==> src/pgu_pkg.sv <==
package pgu_pkg;

    // Register indexes of the configuration port
    localparam logic [7:0] CFG_VOLUME   = 8'd0;
    localparam logic [7:0] CFG_WIDE     = 8'd1;
    localparam logic [7:0] CFG_STEREO   = 8'd2;
    localparam logic [7:0] CFG_UPSAMPLE = 8'd3;

    // Reset values of the registers
    localparam logic [9:0] VOLUME_RST   = 10'd256;
    localparam logic       WIDE_RST     = 1'b1;
    localparam logic       STEREO_RST   = 1'b1;
    localparam logic       UPSAMPLE_RST = 1'b0;

    // Round-toward-zero bias for the divide by 256
    localparam logic [27:0] DIV256_BIAS = 28'd255;

    typedef struct packed {
        logic [9:0] volume;
        logic       wide;
        logic       stereo;
        logic       upsample;
    } t_cfg;

    // One queued frame: midpoint and converted samples plus what to emit
    typedef struct packed {
        logic [15:0] mid_l;
        logic [15:0] mid_r;
        logic [15:0] cur_l;
        logic [15:0] cur_r;
        logic        has_mid;
        logic        has_tail;
    } t_qent;

    // Which result of a frame the back end is emitting
    typedef enum logic [1:0] {
        PH_MID,
        PH_MAIN,
        PH_TAIL
    } t_phase;

endpackage

==> src/pgu_front.sv <==
module pgu_front
    import pgu_pkg::*;
(
    input  logic        i_clk,
    input  logic        i_rst_n,
    input  t_cfg        i_cfg,
    input  logic        i_valid,
    output logic        o_ready,
    input  logic [15:0] i_left_code,
    input  logic [15:0] i_right_code,
    input  logic        i_final,
    input  logic        i_q_full,
    output logic        o_q_push,
    output t_qent       o_q_data
);

    // Stage A: operand select
    logic               r_a_vld;
    logic signed [16:0] r_a_l, r_a_r;
    logic               r_a_fin;
    // Stage B: products
    logic               r_b_vld;
    logic signed [27:0] r_b_pl, r_b_pr;
    logic               r_b_fin;
    // Stage C: converted samples
    logic               r_c_vld;
    logic [15:0]        r_c_l, r_c_r;
    logic               r_c_fin;
    // Stream state
    logic [15:0]        r_prev_l, r_prev_r;
    logic               r_seen;

    logic               adv;
    logic signed [16:0] n_a_l, n_a_r;
    logic signed [10:0] vol_s;
    logic [15:0]        n_c_l, n_c_r;

    // 8-bit offset binary minus 128 is the code with its top bit flipped
    function automatic logic signed [16:0] sel_operand(input logic [15:0] code,
                                                      input logic wide);
        logic [7:0] ob;
        ob = {~code[7], code[6:0]};
        if (wide) begin
            sel_operand = {code[15], code};
        end else begin
            sel_operand = {{9{ob[7]}}, ob};
        end
    endfunction

    // Scale result: divide by 256 toward zero in wide mode, then wrap
    function automatic logic [15:0] scale(input logic signed [27:0] p, input logic wide);
        logic [27:0] t;
        t = p[27] ? (28'(p) + DIV256_BIAS) : 28'(p);
        if (wide) begin
            scale = t[23:8];
        end else begin
            scale = p[15:0];
        end
    endfunction

    // Midpoint cur - (cur - prev) / 2, halving truncated toward zero
    function automatic logic [15:0] midpoint(input logic [15:0] c, input logic [15:0] p);
        logic signed [16:0] d;
        logic signed [16:0] h;
        logic signed [16:0] m;
        d = {c[15], c} - {p[15], p};
        h = (d + 17'(d[16])) >>> 1;
        m = {c[15], c} - h;
        midpoint = m[15:0];
    endfunction

    assign adv     = !r_c_vld || !i_q_full;
    assign o_ready = adv;

    always_comb begin
        n_a_l = sel_operand(i_left_code, i_cfg.wide);
        n_a_r = i_cfg.stereo ? sel_operand(i_right_code, i_cfg.wide) : 17'sd0;
        vol_s = signed'({1'b0, i_cfg.volume});
        n_c_l = scale(r_b_pl, i_cfg.wide);
        n_c_r = scale(r_b_pr, i_cfg.wide);
    end

    // Pipeline valids
    always_ff @(posedge i_clk) begin
        if (!i_rst_n) begin
            r_a_vld <= 1'b0;
            r_b_vld <= 1'b0;
            r_c_vld <= 1'b0;
        end else if (adv) begin
            r_a_vld <= i_valid;
            r_b_vld <= r_a_vld;
            r_c_vld <= r_b_vld;
        end
    end

    // Pipeline payload
    always_ff @(posedge i_clk) begin
        if (adv) begin
            r_a_l   <= n_a_l;
            r_a_r   <= n_a_r;
            r_a_fin <= i_final;
            r_b_pl  <= 28'(r_a_l * vol_s);
            r_b_pr  <= 28'(r_a_r * vol_s);
            r_b_fin <= r_a_fin;
            r_c_l   <= n_c_l;
            r_c_r   <= n_c_r;
            r_c_fin <= r_b_fin;
        end
    end

    // Queue entry
    assign o_q_push = adv && r_c_vld;
    always_comb begin
        o_q_data.cur_l    = r_c_l;
        o_q_data.cur_r    = i_cfg.stereo ? r_c_r : 16'd0;
        o_q_data.mid_l    = midpoint(r_c_l, r_prev_l);
        o_q_data.mid_r    = i_cfg.stereo ? midpoint(r_c_r, r_prev_r) : 16'd0;
        o_q_data.has_mid  = i_cfg.upsample && r_seen;
        o_q_data.has_tail = i_cfg.upsample && r_c_fin;
    end

    // Previous frame; a final frame ends the stream
    always_ff @(posedge i_clk) begin
        if (!i_rst_n) begin
            r_prev_l <= 16'd0;
            r_prev_r <= 16'd0;
            r_seen   <= 1'b0;
        end else if (o_q_push) begin
            if (r_c_fin) begin
                r_prev_l <= 16'd0;
                r_prev_r <= 16'd0;
                r_seen   <= 1'b0;
            end else begin
                r_prev_l <= r_c_l;
                r_prev_r <= o_q_data.cur_r;
                r_seen   <= 1'b1;
            end
        end
    end

endmodule

==> src/pgu_fifo.sv <==
module pgu_fifo
    import pgu_pkg::*;
#(
    parameter int DEPTH = 4
) (
    input  logic  i_clk,
    input  logic  i_rst_n,
    input  logic  i_push,
    input  t_qent i_data,
    output logic  o_full,
    input  logic  i_pop,
    output logic  o_valid,
    output t_qent o_data
);

    localparam int PTR_W = (DEPTH > 1) ? $clog2(DEPTH) : 1;
    localparam int CNT_W = $clog2(DEPTH + 1);
    localparam logic [PTR_W-1:0] LAST_PTR = PTR_W'(DEPTH - 1);
    localparam logic [CNT_W-1:0] FULL_CNT = CNT_W'(DEPTH);

    t_qent            r_mem [DEPTH];
    logic [PTR_W-1:0] r_wr, r_rd;
    logic [CNT_W-1:0] r_cnt;
    logic             do_push, do_pop;

    assign o_full  = (r_cnt == FULL_CNT);
    assign o_valid = (r_cnt != '0);
    assign o_data  = r_mem[r_rd];
    assign do_push = i_push && !o_full;
    assign do_pop  = i_pop && o_valid;

    // Pointers and fill count
    always_ff @(posedge i_clk) begin
        if (!i_rst_n) begin
            r_wr  <= '0;
            r_rd  <= '0;
            r_cnt <= '0;
        end else begin
            if (do_push) begin
                r_wr <= (r_wr == LAST_PTR) ? '0 : r_wr + 1'b1;
            end
            if (do_pop) begin
                r_rd <= (r_rd == LAST_PTR) ? '0 : r_rd + 1'b1;
            end
            if (do_push && !do_pop) begin
                r_cnt <= r_cnt + 1'b1;
            end else if (do_pop && !do_push) begin
                r_cnt <= r_cnt - 1'b1;
            end
        end
    end

    // Storage
    always_ff @(posedge i_clk) begin
        if (do_push) begin
            r_mem[r_wr] <= i_data;
        end
    end

endmodule

==> src/pgu_back.sv <==
module pgu_back
    import pgu_pkg::*;
(
    input  logic        i_clk,
    input  logic        i_rst_n,
    input  logic        i_q_valid,
    input  t_qent       i_q_data,
    output logic        o_q_pop,
    output logic        o_valid,
    input  logic        i_ready,
    output logic [15:0] o_left,
    output logic [15:0] o_right,
    output logic        o_last
);

    t_phase      r_phase, n_phase;
    t_phase      eff;
    logic        r_valid;
    logic [15:0] r_left, r_right;
    logic        r_last;
    logic        load;
    logic        done;
    logic [15:0] sel_l, sel_r;
    logic        sel_last;

    assign load = i_q_valid && (!r_valid || i_ready);

    // Skip the midpoint phase when the frame has none
    always_comb begin
        eff = (r_phase == PH_MID && !i_q_data.has_mid) ? PH_MAIN : r_phase;
    end

    // Next phase
    always_comb begin
        n_phase = r_phase;
        done    = 1'b0;
        case (eff)
            PH_MID:  n_phase = PH_MAIN;
            PH_MAIN: begin
                if (i_q_data.has_tail) begin
                    n_phase = PH_TAIL;
                end else begin
                    n_phase = PH_MID;
                    done    = 1'b1;
                end
            end
            PH_TAIL: begin
                n_phase = PH_MID;
                done    = 1'b1;
            end
            default: n_phase = PH_MID;
        endcase
        if (!load) begin
            n_phase = r_phase;
            done    = 1'b0;
        end
    end

    // Result selection per phase
    always_comb begin
        sel_l    = 16'd0;
        sel_r    = 16'd0;
        sel_last = 1'b1;
        case (eff)
            PH_MID: begin
                sel_l    = i_q_data.mid_l;
                sel_r    = i_q_data.mid_r;
                sel_last = 1'b0;
            end
            PH_MAIN: begin
                sel_l    = i_q_data.cur_l;
                sel_r    = i_q_data.cur_r;
                sel_last = !i_q_data.has_tail;
            end
            PH_TAIL: begin
                sel_l    = 16'd0;
                sel_r    = 16'd0;
                sel_last = 1'b1;
            end
            default: begin
                sel_l    = 16'd0;
                sel_r    = 16'd0;
                sel_last = 1'b1;
            end
        endcase
    end

    assign o_q_pop = done;

    always_ff @(posedge i_clk) begin
        if (!i_rst_n) begin
            r_phase <= PH_MID;
            r_valid <= 1'b0;
        end else begin
            r_phase <= n_phase;
            if (load) begin
                r_valid <= 1'b1;
            end else if (i_ready) begin
                r_valid <= 1'b0;
            end
        end
    end

    // Output register
    always_ff @(posedge i_clk) begin
        if (load) begin
            r_left  <= sel_l;
            r_right <= sel_r;
            r_last  <= sel_last;
        end
    end

    assign o_valid = r_valid;
    assign o_left  = r_left;
    assign o_right = r_right;
    assign o_last  = r_last;

endmodule

==> src/pcm_gain_upsample_converter.sv <==
// PCM gain and 2x upsample converter.
// Slave stream: one PCM frame per request; tdata carries left_code (bits
// 15:0) and right_code (bits 31:16), tlast marks the final frame.
// Master stream: one stereo result per request; tdata carries left_out
// (bits 15:0) and right_out (bits 31:16), tlast is high on the last result
// of an input frame.
// Config channel: index 0 volume, 1 wide_samples, 2 stereo, 3 upsample;
// other indexes are ignored. Always ready; write only while idle.
// The first result of a frame passes through three front stages, the queue
// and the output register. Throughput: the front takes one frame per cycle
// unless a full queue stalls it; the back end emits one result per cycle
// while the receiver is ready, so a frame gives one result, two with
// upsampling once a stream has started (the first frame of a stream has no
// midpoint), and one more on a final frame with upsampling for the trailing zero frame.
// The front and back parts meet in a FIFO_DEPTH-entry queue; when the
// receiver stalls, the output register holds, the queue fills and then
// o_s_axis_tready drops. Reset clears the pipeline, queue and stream state
// and loads the register reset values; no clearing pass is needed.
module pcm_gain_upsample_converter
    import pgu_pkg::*;
#(
    parameter int FIFO_DEPTH = 4
) (
    input  logic        i_clk,
    input  logic        i_rst_n,
    // config write channel
    input  logic        i_cfg_valid,
    output logic        o_cfg_ready,
    input  logic [7:0]  i_cfg_index,
    input  logic [9:0]  i_cfg_data,
    // input frames
    input  logic        i_s_axis_tvalid,
    output logic        o_s_axis_tready,
    input  logic [31:0] i_s_axis_tdata,  // left_code[15:0], right_code[31:16]
    input  logic        i_s_axis_tlast,  // final_frame
    // output results
    output logic        o_m_axis_tvalid,
    input  logic        i_m_axis_tready,
    output logic [31:0] o_m_axis_tdata,  // left_out[15:0], right_out[31:16]
    output logic        o_m_axis_tlast   // run_end
);

    t_cfg        r_cfg;
    logic        q_full, q_push, q_valid, q_pop;
    t_qent       q_wdata, q_rdata;
    logic [15:0] out_l, out_r;

    assign o_cfg_ready = 1'b1;

    // Configuration registers
    always_ff @(posedge i_clk) begin
        if (!i_rst_n) begin
            r_cfg.volume   <= VOLUME_RST;
            r_cfg.wide     <= WIDE_RST;
            r_cfg.stereo   <= STEREO_RST;
            r_cfg.upsample <= UPSAMPLE_RST;
        end else if (i_cfg_valid) begin
            case (i_cfg_index)
                CFG_VOLUME:   r_cfg.volume   <= i_cfg_data;
                CFG_WIDE:     r_cfg.wide     <= i_cfg_data[0];
                CFG_STEREO:   r_cfg.stereo   <= i_cfg_data[0];
                CFG_UPSAMPLE: r_cfg.upsample <= i_cfg_data[0];
                default:      ;
            endcase
        end
    end

    pgu_front u_front (
        .i_clk        (i_clk),
        .i_rst_n      (i_rst_n),
        .i_cfg        (r_cfg),
        .i_valid      (i_s_axis_tvalid),
        .o_ready      (o_s_axis_tready),
        .i_left_code  (i_s_axis_tdata[15:0]),
        .i_right_code (i_s_axis_tdata[31:16]),
        .i_final      (i_s_axis_tlast),
        .i_q_full     (q_full),
        .o_q_push     (q_push),
        .o_q_data     (q_wdata)
    );

    pgu_fifo #(
        .DEPTH (FIFO_DEPTH)
    ) u_fifo (
        .i_clk   (i_clk),
        .i_rst_n (i_rst_n),
        .i_push  (q_push),
        .i_data  (q_wdata),
        .o_full  (q_full),
        .i_pop   (q_pop),
        .o_valid (q_valid),
        .o_data  (q_rdata)
    );

    pgu_back u_back (
        .i_clk     (i_clk),
        .i_rst_n   (i_rst_n),
        .i_q_valid (q_valid),
        .i_q_data  (q_rdata),
        .o_q_pop   (q_pop),
        .o_valid   (o_m_axis_tvalid),
        .i_ready   (i_m_axis_tready),
        .o_left    (out_l),
        .o_right   (out_r),
        .o_last    (o_m_axis_tlast)
    );

    assign o_m_axis_tdata = {out_r, out_l};

endmodule

==> config.mk <==
export PLATFORM = sky130hd
export DESIGN_NAME = pcm_gain_upsample_converter
export DESIGN_NICKNAME = d
export VERILOG_FILES = /design/src/pgu_pkg.sv /design/src/pgu_front.sv /design/src/pgu_fifo.sv /design/src/pgu_back.sv /design/src/pcm_gain_upsample_converter.sv
export SDC_FILE = /design/constraint.sdc
export NUM_CORES = 1
export LEC_CHECK = 0
export BUFFER_PORTS_ARGS = -buffer_cell sky130_fd_sc_hd__buf_2
export CAP_MARGIN = 20
export CORE_AREA = 3 3 199 396
export CTS_CLUSTER_SIZE = 20
export DETAILED_ROUTE_END_ITERATION = 6
export DIE_AREA = 0 0 202 399
export GPL_ROUTABILITY_DRIVEN = 0
export SETUP_SLACK_MARGIN = 0.4
export SLEW_MARGIN = 10
export SYNTH_ARGS = -nofsm -noshare
export SYNTH_HDL_FRONTEND = slang
export SYNTH_SLANG_ARGS = --single-unit
==> constraint.sdc <==
create_clock -name i_clk -period 5.02 [get_ports i_clk]
set_input_delay 1.004 -clock i_clk [delete_from_list [all_inputs] [get_ports i_clk]]
set_output_delay 1.004 -clock i_clk [all_outputs]
set_load 0.05 [all_outputs]
==> impl_metrics.ini <==
[cells_and_area]
syn2layout_area_growth_pct = 19.0
drive_gt1_share_pct = 23.6
fin_nets = 3873
final_util_pct = 53.3
final_area_um2 = 40500

[timing]
period_share_pct = 103
skew_ns = 0.0167
maxSlewViolCount = 0
finalSetupViolCount = 6
hold_violations = 0
fmax_mhz = 194
rsz0062_at_grt = true
worstMarginPinSlew_ns = 1.05
layout_min_cycle_time_ns = 5.15
maxSlewHeadroom_pct = 29.8
fin_ws_ns = -0.128

[run_status]
outcome = finished with violations
violations = setup timing

[grt]
antenna_found_initial = 1
grt_pass1_wl_um = 126000
grt_overflow = 0
grt_start_max_net_pins = 68
grt_use_total_pct = 19.4
grt_pass1_vias = 25100

[critical_path]
regToRegSetupSlack_ns = -0.13
reg2reg_from = r_cfg[5]
slowest_stage = fa_1
endpoint_kind = register
cp_common_cell = fa_1
crit_chain = buf_4 -> buf_4 -> nand2_1 -> fa_1 -> inv_1 -> fa_1 -> fa_1 -> fa_1 -> inv_1 -> fa_1 -> inv_1 -> ha_4 -> nand2_1 -> nor3_2 -> o31ai_2 -> nand4_1 -> a41oi_2 -> buf_4 -> buf_4 -> o21bai_1 -> xor2_1
startpoint_type = register
worstPathMaxFanout = 5
critical_path_buf_inv_count = 7
crit_type = reg2reg
rr_worst_depth = 21
critPathTopFamily = adder cells
slowest_delay_ns = 0.53
arrival_ns = 5.50
required_ns = 5.37
r2r_end = u_front.r_b_pr[23]

[power]
vdd_drop_max_mv = 0.256
power_density_nw_per_um2 = 268
leakage_nw = 16.9

[synth]
synthesis.area_um2 = 34100
yosys_warnings = 0
avgSynthCellArea_um2 = 11.4
synth_flop_cell = edfxtp_1
ys_seq_elements = 475
synth_edf_count = 414
async_flop_share_pct = 0
syn_nets = 3542
synth_cells = 2988
yosysSeqAreaShare_pct = 40.1
ys_types = 82

[placement]
place_area_um2 = 37300
place.port_buffers = 90
detailed_place_hpwl_um = 58800

[floorplan]
io_pins = 92
coreArea_um2 = 76000
die_area_um2 = 80600
dieHeight_um = 399
die_w_um = 202
initial_utilization_pct = 44.8
num_rows = 143

[drt]
firstDrtPassIters = 5
drcViolationCount = 0
avgRoutedWirePerCell_um = 17.7
postRouteAntennaNets = 0
viasPerCell = 5.17
vias = 22600
wirelength_um = 77400
drt_iter0_drc = 929

[clock_network]
clock_tree.root_cell = clkbuf_16
clk_path_buf_depth = 3
htreeDepth = 2
cts_num_sinks = 475
cts_buffers = 45
ctsHoldBuffers = 0
clkTransAtPathRegs_ns = 0.07
cts_tree = done
insertion_delay_ns = 0.60

[run]
maxCapViolCount = 0

[min_path]
min-delay-start = u_front.r_b_fin
hold_path_end = u_front.r_c_fin
hold_depth = 0
worstHoldPathType = reg2reg
flip-flops by register name, indices dropped and copies added (netlist names), 2 cells and up, named ones only:
| name | flops |
|---|---|
| u_fifo.r_rd | 2 |
| u_back.o_left | 16 |
| u_front.r_a_r | 16 |
| u_fifo.r_mem | 264 |
| r_cfg | 13 |
| u_back.r_phase | 2 |
| u_front.r_b_pr | 25 |
| u_back.o_right | 16 |
| u_front.r_prev_r | 16 |
| u_front.r_b_pl | 25 |
| u_fifo.r_cnt | 3 |
| u_front.r_c_r | 16 |
| u_front.r_a_l | 16 |
| u_front.r_c_l | 16 |
| u_fifo.r_wr | 2 |
| u_front.r_prev_l | 16 |
cell type report:
class                      count  area (um2)
fill                        6507       35500
tap                         1015        1270
antenna                        1        2.50
inverter                     490        1850
sequential                   475       13700
clock buffer                  58        1250
multi-input combinational   1907       19300
clock inverter                25         198
timing repair buffer         400        3000
worst max path at each step:
stage / from / endpoint / slack (ns) / cells after the start
after global routing: r_cfg[5] / u_front.r_b_pr[27] / -0.30 / 20
final: r_cfg[5] / u_front.r_b_pr[23] / -0.13 / 21
after CTS: u_front.r_a_r[4] / u_front.r_b_pr[18] / -0.11 / 20
after floorplan: u_front.r_a_r[5] / u_front.r_b_pr[22] / -0.08 / 21
after global placement: u_front.r_c_l[0] / u_fifo.r_mem[0][65] / -0.21 / 26
after detailed placement: u_front.r_a_r[5] / u_front.r_b_pr[22] / -0.29 / 20
worst reg2reg max path, stage by stage, from the launching register on:
cell      delay (ns)
dfxtp_4         0.37
buf_4           0.15
buf_4           0.15
nand2_1         0.08
fa_1            0.53
inv_1           0.06
fa_1            0.53
fa_1            0.43
fa_1            0.49
inv_1           0.05
fa_1            0.47
inv_1           0.06
ha_4            0.27
nand2_1         0.08
nor3_2          0.21
o31ai_2         0.11
nand4_1         0.14
a41oi_2         0.17
buf_4           0.18
buf_4           0.12
o21bai_1        0.17
xor2_1          0.09
per-layer routing:
layer | up-vias | share of wire, % | track usage (%)
met2 | 458 | 57 | 39.2
met5 | - | 0 | 0
met1 | 11300 | 36 | 20.0
li1 | 10700 | - | -
met4 | 0 | 4.1 | 7.71
met3 | 181 | 3.2 | 2.17
metrics by stage:
| step | power (W) | instances | hold WS (ns) | setup slack, ns | setup TNS [ns] |
|---|---|---|---|---|---|
| after detailed placement | 0.00730 | 4219 | 0.407 | -0.292 | -7.46 |
| after global placement | 0.00722 | 4219 | 0.417 | -0.210 | -3.47 |
| final | 0.0109 | 4371 | 0.439 | -0.128 | -0.622 |
| after global routing | 0.0114 | 4370 | 0.437 | -0.303 | -2.87 |
| after CTS | 0.0109 | 4332 | 0.434 | -0.111 | -0.585 |
| after floorplan | 0.00649 | 2988 | 0.400 | -0.0763 | -0.0783 |
cell usage in the layout, fill, tap and decap left out, drive strengths merged, types with 46 or more instances in the layout:
master    n
clkbuf   58
nand3    46
ha      197
nor2    122
xnor2   106
buf     400
nand2   265
fa      301
mux4     66
edfxtp  414
inv     493
and2    175
dfxtp    61
xor2     48
a21oi   112
power breakdown:
group          internal [W]  switching, W  leakage (nW)
combinational       0.00118       0.00153          11.7
sequential          0.00471      0.000106          4.46
clock               0.00179       0.00155         0.703
cells in the mapped netlist (4+ instances only):
cell / count / area [um2]
fa_1: 301 / 6030
mux2i_1: 16 / 160
clkbuf_1: 99 / 372
edfxtp_1: 414 / 12400
a21o_1: 42 / 315
inv_1: 488 / 1830
buf_1: 13 / 48.8
a21boi_0: 28 / 210
a211o_1: 7 / 61.3
xnor2_1: 106 / 928
or2_2: 7 / 43.8
o31ai_1: 4 / 30.0
mux4_2: 66 / 1490
ha_1: 197 / 2460
and3_1: 22 / 138
nor2b_1: 29 / 181
nand3_1: 46 / 230
nand2b_1: 10 / 62.6
a2111o_1: 4 / 45.0
a22o_1: 32 / 280
and4_1: 4 / 35.0
o21ai_0: 42 / 210
a21oi_1: 112 / 561
nor3_1: 41 / 205
nand4_1: 8 / 50.1
a31oi_1: 11 / 68.8
nor2_1: 122 / 458
nand3b_1: 20 / 150
xor2_1: 47 / 412
a211oi_1: 7 / 52.6
o21bai_1: 8 / 60.1
or3_1: 11 / 68.8
nor3b_1: 16 / 120
and2_1: 175 / 1090
dfxtp_1: 61 / 1220
nand2_1: 265 / 995
o211ai_1: 7 / 52.6
o21a_1: 33 / 248
nor4_1: 8 / 50.1
logic make-up after synthesis:
| family | share of synthesized area, % |
|---|---|
| compound gates | 7.44 |
| xor+xnor | 3.98 |
| fa+ha+maj | 24.9 |
| buf+inv | 6.72 |
| flops | 40.1 |
| mux | 4.84 |
| other cells | 0.0110 |
| simple gates | 12.0 |
repair_timing:
item                                    4_1_cts  5_1_grt
pin swaps                                   108      100
resized for setup                           165      126
endpoints found under the setup margin      112       95
setup buffers                                30       38
(Power assumes the default switching activity.)
